--- src/hw/rtl/mbrs_fbuf.sv ---
// Frame buffer: one write port, one registered read port.
module mbrs_fbuf #(
  parameter int FRAME_DEPTH = 64,
  parameter int FAW = $clog2(FRAME_DEPTH)
) (
  input  logic           clk,
  input  logic           we,
  input  logic [FAW-1:0] waddr,
  input  logic [7:0]     wdata,
  input  logic [FAW-1:0] raddr,
  output logic [7:0]     rdata
);
  logic [7:0] mem [FRAME_DEPTH];
  logic [7:0] rdata_r;

  always_ff @(posedge clk) begin
    if (we) begin
      mem[waddr] <= wdata;
    end
    rdata_r <= mem[raddr];
  end

  assign rdata = rdata_r;
endmodule

--- config.mk ---
export PLATFORM = sky130hd
export DESIGN_NAME = mbrs_fbuf
export DESIGN_NICKNAME = d
export VERILOG_FILES = /design/src/hw/rtl/mbrs_fbuf.sv
export SDC_FILE = /design/constraint.sdc
export NUM_CORES = 1
export LEC_CHECK = 0
export ABC_AREA = 1
export BUFFER_PORTS_ARGS = -buffer_cell sky130_fd_sc_hd__buf_2
export CORE_ASPECT_RATIO = 0.75
export CORE_MARGIN = 1.5
export CORE_UTILIZATION = 30
export DETAILED_ROUTE_END_ITERATION = 7
export GPL_ROUTABILITY_DRIVEN = 0
export PLACE_DENSITY = 0.52
export RECOVER_POWER = 100
export SYNTH_ARGS = -nofsm -noshare
export SYNTH_HDL_FRONTEND = slang
export SYNTH_SLANG_ARGS = --single-unit
export TNS_END_PERCENT = 50
--- constraint.sdc ---
create_clock -name clk -period 5.55 [get_ports clk]
set_input_delay 1.11 -clock clk [delete_from_list [all_inputs] [get_ports clk]]
set_output_delay 1.11 -clock clk [all_outputs]
set_load 0.03 [all_outputs]
==> flow_summary.json, run 1 <==
{
  "outcome": "finished, violations left",
  "violations": "max-capacitance violations, max-slew violations",
  "worstSetupEndpointType": "flop",
  "cts-resized-gates": 0,
  "grt_util_met3_pct": 3.94,
  "synth_warnings": 0,
  "clock_path_buffers": 3,
  "cts.sinks": 520,
  "startpoint_type": "input pin",
  "wire_per_inst_um": 20.4,
  "overflow": 0,
  "cts_tree": "yes",
  "grt_max_degree": 169,
  "grtUsageMet2_pct": 22.0,
  "layout_common_cells": "nand2_1 (648), edfxtp_1 (512), nand3_1 (439)",
  "finClkSkew_ns": 0.0200,
  "ys_ff_latch": 520,
  "seq_power_share_pct": 51.4,
  "max_cap_viol_count": 9,
  "coreArea_um2": 70200,
  "power.density_nw_per_um2": 358,
  "grt_pass1_vias": 12933,
  "required_ns": 6.01,
  "fp.dieW_um": 311,
  "clockPowerShare_pct": 42.6,
  "p_sw_mw": 1.90,
  "avgViaCountPerCell": 4.90,
  "first_pass_iters": 5,
  "grt_antenna_before_repair": 1,
  "drtAntennaViolNets": 0,
  "grt_pass1_wl_um": 85500,
  "drc": 0,
  "crit_type": "input pin to flop",
  "intPower_mw": 6.60,
  "slew_headroom_pct": -147,
  "syn2layout_area_growth_pct": 11.2,
  "reg2reg_slack_ns": 3.94,
  "p_comb_share_pct": 6.1,
  "finalMaxSlewViolations": 583,
  "drt_iter0_drc": 1618,
  "ys_seq_area_share_pct": 72.8,
  "synth_area_um2": 21300,
  "numCtsBuffers": 49,
  "postCtsSetupRepairBufs": 0,
  "grt_busiest_layer": "met1",
  "grt_setup_unrepaired": "no",
  "ys_types": 16,
  "synth_nets": 1827,
  "design_area_um2": 23700,
  "drive_gt1_share_pct": 5.55,
  "via_count": 13634,
  "port_buffers": 29,
  "arrival_ns": 4.57,
  "place_area_um2": 22100,
  "design.portCount": 30,
  "synthCells": 1805,
  "dp_hpwl_um": 32300,
  "met1_usage_pct": 23.7,
  "die_h_um": 234,
  "clk_pin_slew_worst_paths_ns": 0.06,
  "final_common_cell": "nand2_1",
  "hold_path.class": "flop to flop",
  "die-area_um2": 72800,
  "min_period_ns": 4.11,
  "initial_core_util_pct": 30.4,
  "postSynthAreaPerCell_um2": 11.8,
  "max_freq_mhz": 243,
  "n_antenna_cell": 0,
  "finalWirelength_um": 56900,
  "fin_nets": 1820,
  "rows": 84,
  "ctsHoldBuffers": 0,
  "clk_latency_ns": 0.57,
  "tightest_slew_ns": 3.70,
  "setup_violations": 0,
  "htree_num_levels": 2,
  "p_sw_share_pct": 22.3,
  "track_usage_pct": 15.5,
  "fin_crit_sh_pct": 74.1,
  "hold_viol_final": 0,
  "root_buffer": "clkbuf_16",
  "fin_setup_tns_ns": 0,
  "max-vdd-ir-drop_mv": 0.196,
  "crit_fanout": 67,
  "p_leak_nw": 8.25
}
[cells by family after synthesis]
kind of cell,Yosys count,synth area share [%]
AND/OR/NAND/NOR,1160,23.2
flip-flops,520,72.8
buffers and inverters,125,4.02
[state kept, by name, indices dropped and copies added (netlist names)]
register	count
rdata	8
mem	512
[synth_stat cells (all sizes together)]
cell type  instances  area [um^2]
inv               12         50.1
buf               98          752
nor4               8         50.1
dfxtp              8          160
nand3            439         2200
nor2              56          210
clkbuf            15         56.3
nand2            648         2430
edfxtp           512        15400
nand4              9         56.3
[worst max-delay path: stages]
cell,delay (ns)
buf_4,0.65
clkbuf_2,1.35
nand3_1,0.49
nand3_1,0.21
nand2_1,0.07
nand2_1,0.06
nand3_1,0.22
nand3_1,0.21
nand2_1,0.07
[power groups by stage]
stage / clock network, mW / registers (mW) / logic [mW]
after CTS: 3.67 / 4.36 / 0.520
after floorplan: 0 / 4.45 / 0.305
after global routing: 3.81 / 4.37 / 0.568
after detailed placement: 0 / 4.44 / 0.519
final: 3.62 / 4.37 / 0.515
after global placement: 0 / 4.44 / 0.517
[stage by stage]
step	hold slack (ns)	util [%]	total power, mW	instances	setup WS [ns]
5_1_grt	0.837	33.8	8.75	2784	1.28
3_3_place_gp	0.806	31.5	4.96	2693	1.70
4_1_cts	0.751	33.9	8.55	2784	2.27
3_5_place_dp	0.799	31.5	4.96	2693	1.66
6_report	0.810	33.8	8.50	2784	1.44
2_1_floorplan	0.722	-	4.76	1805	2.67
[worst paths after layout]
kind	startpoint	endpoint	depth (start not counted)
setup / recovery	raddr[1]	rdata[2]	9
hold / removal	mem[46][5]	rdata[5]	8
hold reg to reg	mem[46][5]	rdata[5]	8
setup reg to reg	mem[54][6]	rdata[6]	8
[area by class of cell]
cell class | instances | area (um^2)
clock buffers | 57 | 1300
fillers | 7008 | 46500
well taps | 946 | 1180
inverters | 12 | 55.1
flip-flops and latches | 520 | 15500
repair buffers | 55 | 300
multi-input cells | 1160 | 4950
clock inverters | 34 | 413
[layer usage]
metal / routed length [um] / share of wire, %
met2: 23500 / 41
met4: 739 / 1.3
met1: 27700 / 49
met3: 5010 / 8.8
met5: 11 / 0.019
No activity file was read; power rests on OpenSTA's default activity.
==> run 2, diff against run 1 <==
--- a/config.mk
+++ b/config.mk
@@ -12,7 +12,7 @@
 export CORE_UTILIZATION = 30
 export DETAILED_ROUTE_END_ITERATION = 7
 export GPL_ROUTABILITY_DRIVEN = 0
-export PLACE_DENSITY = 0.52
+export PLACE_DENSITY = 0.53
 export RECOVER_POWER = 100
 export SYNTH_ARGS = -nofsm -noshare
 export SYNTH_HDL_FRONTEND = slang
==> constraint.sdc (replaced) <==
create_clock -name clk -period 3.4 [get_ports clk]
set_input_delay 0.68 -clock clk [delete_from_list [all_inputs] [get_ports clk]]
set_output_delay 0.68 -clock clk [all_outputs]
set_load 0.03 [all_outputs]
==> flow_summary.json, run 2 (synthesis gave the netlist of run 1 again) <==
{
  "outcome": "finished, violations left",
  "violations": "max-capacitance violations, max-slew violations",
  "grt_antenna_before_repair": 5,
  "track_usage_pct": 15.7,
  "finalWirelength_um": 57800,
  "avgViaCountPerCell": 4.88,
  "grt_pass1_wl_um": 85700,
  "cts-resized-gates": 0,
  "first_pass_iters": 5,
  "dp_hpwl_um": 34700,
  "place_area_um2": 22600,
  "coreArea_um2": 70200,
  "hold_viol_final": 0,
  "cts_tree": "yes",
  "setup_violations": 0,
  "post-route-util_pct": 34.0,
  "ctsHoldBuffers": 0,
  "max_cap_viol_count": 7,
  "design.portCount": 30,
  "power.density_nw_per_um2": 563,
  "drc": 0,
  "largest-register": "mem",
  "clock_path_buffers": 3,
  "hold_path.class": "input pin to flop",
  "clk_latency_ns": 0.57,
  "arrival_ns": 2.90,
  "crit_buf_inv": 2,
  "slew_headroom_pct": -52.9,
  "crit_fanout": 42,
  "design_area_um2": 23900,
  "postCtsSetupRepairBufs": 0,
  "worstSetupEndpointType": "flop",
  "path_cells": "clkbuf_1, clkbuf_2",
  "fin_crit_sh_pct": 79.0,
  "cts.sinks": 520,
  "drt_iter0_drc": 1700,
  "tightest_slew_ns": 2.29,
  "cp.depth": 2,
  "power_mw": 13.5,
  "overflow": 0,
  "fp.dieW_um": 311,
  "syn2layout_area_growth_pct": 12.0,
  "clk_pin_slew_worst_paths_ns": 0.06,
  "fin_nets": 1882,
  "die-area_um2": 72800,
  "critPathTopFamily": "buffers and inverters",
  "startpoint_type": "input pin",
  "n_antenna_cell": 0,
  "wire_per_inst_um": 20.3,
  "drive_gt1_share_pct": 5.49,
  "drtAntennaViolNets": 0,
  "initial_core_util_pct": 30.4,
  "finalMaxSlewViolations": 320,
  "via_count": 13865,
  "grt_pass1_vias": 13007,
  "port_buffers": 29,
  "fillers": 7070,
  "fin_setup_tns_ns": 0,
  "max-vdd-ir-drop_mv": 0.320,
  "p_leak_nw": 8.29,
  "preCtsSetupSlack_ns": 0.777,
  "required_ns": 3.61,
  "layout_common_cells": "nand2_1 (648), edfxtp_1 (512), nand3_1 (439)",
  "grt_setup_unrepaired": "no",
  "min_period_ns": 2.69,
  "cp_slowest_cell": "clkbuf_1",
  "hold_depth": 3,
  "die_h_um": 234,
  "rows": 84,
  "finClkSkew_ns": 0.00697,
  "final_common_cell": "nand2_1",
  "reg2regPathDepth": 8,
  "max_freq_mhz": 372,
  "grt_max_degree": 105,
  "largest_register_ffs": 512,
  "htree_num_levels": 2,
  "crit_type": "input pin to flop",
  "cp_slowest_stage_delay_ns": 1.13,
  "root_buffer": "clkbuf_16",
  "numCtsBuffers": 49,
  "setup_ws_ns": 0.713
}
==> run 2: final cells by class <==
type | count | area, um^2 | share of cell area, %
tap | 946 | 1180 | 4.95
clock inverter | 23 | 262 | 1.09
clock buffer | 62 | 1290 | 5.42
multi-input combinational | 1160 | 4950 | 20.7
inverter | 12 | 55.1 | 0.230
timing repair buffer | 117 | 618 | 2.59
sequential | 520 | 15500 | 65.0
==> run 2: per-stage QoR <==
stage	instances	hold WS (ns)
finish	2840	0.462
global route	2840	0.475
CTS	2840	0.431
detailed placement	2755	0.822
global placement	2755	0.817
floorplan	1805	0.722
==> run 2: worst paths after layout <==
check | start | slack (ns) | to
min reg2reg | mem[20][7] | 0.84 | rdata[7]
min | raddr[5] | 0.46 | rdata[1]
max | wdata[6] | 0.71 | mem[7][6]
max reg2reg | mem[37][2] | 1.92 | rdata[2]
==> run 2: metal layers <==
metal  track usage, %  wire, um
met1             23.7     27800
met2             22.8     24400
met3             3.73      4680
met4             3.11       899
met5                0        23
==> run 2: power by group <==
| part | switching (mW) | leakage, nW | internal (mW) | total, mW |
|---|---|---|---|---|
| logic | 0.664 | 2.86 | 0.195 | 0.859 |
| clock network | 2.33 | 0.759 | 3.13 | 5.46 |
| registers | 0.0335 | 4.67 | 7.10 | 7.13 |
| total | 3.03 | 8.29 | 10.4 | 13.5 |
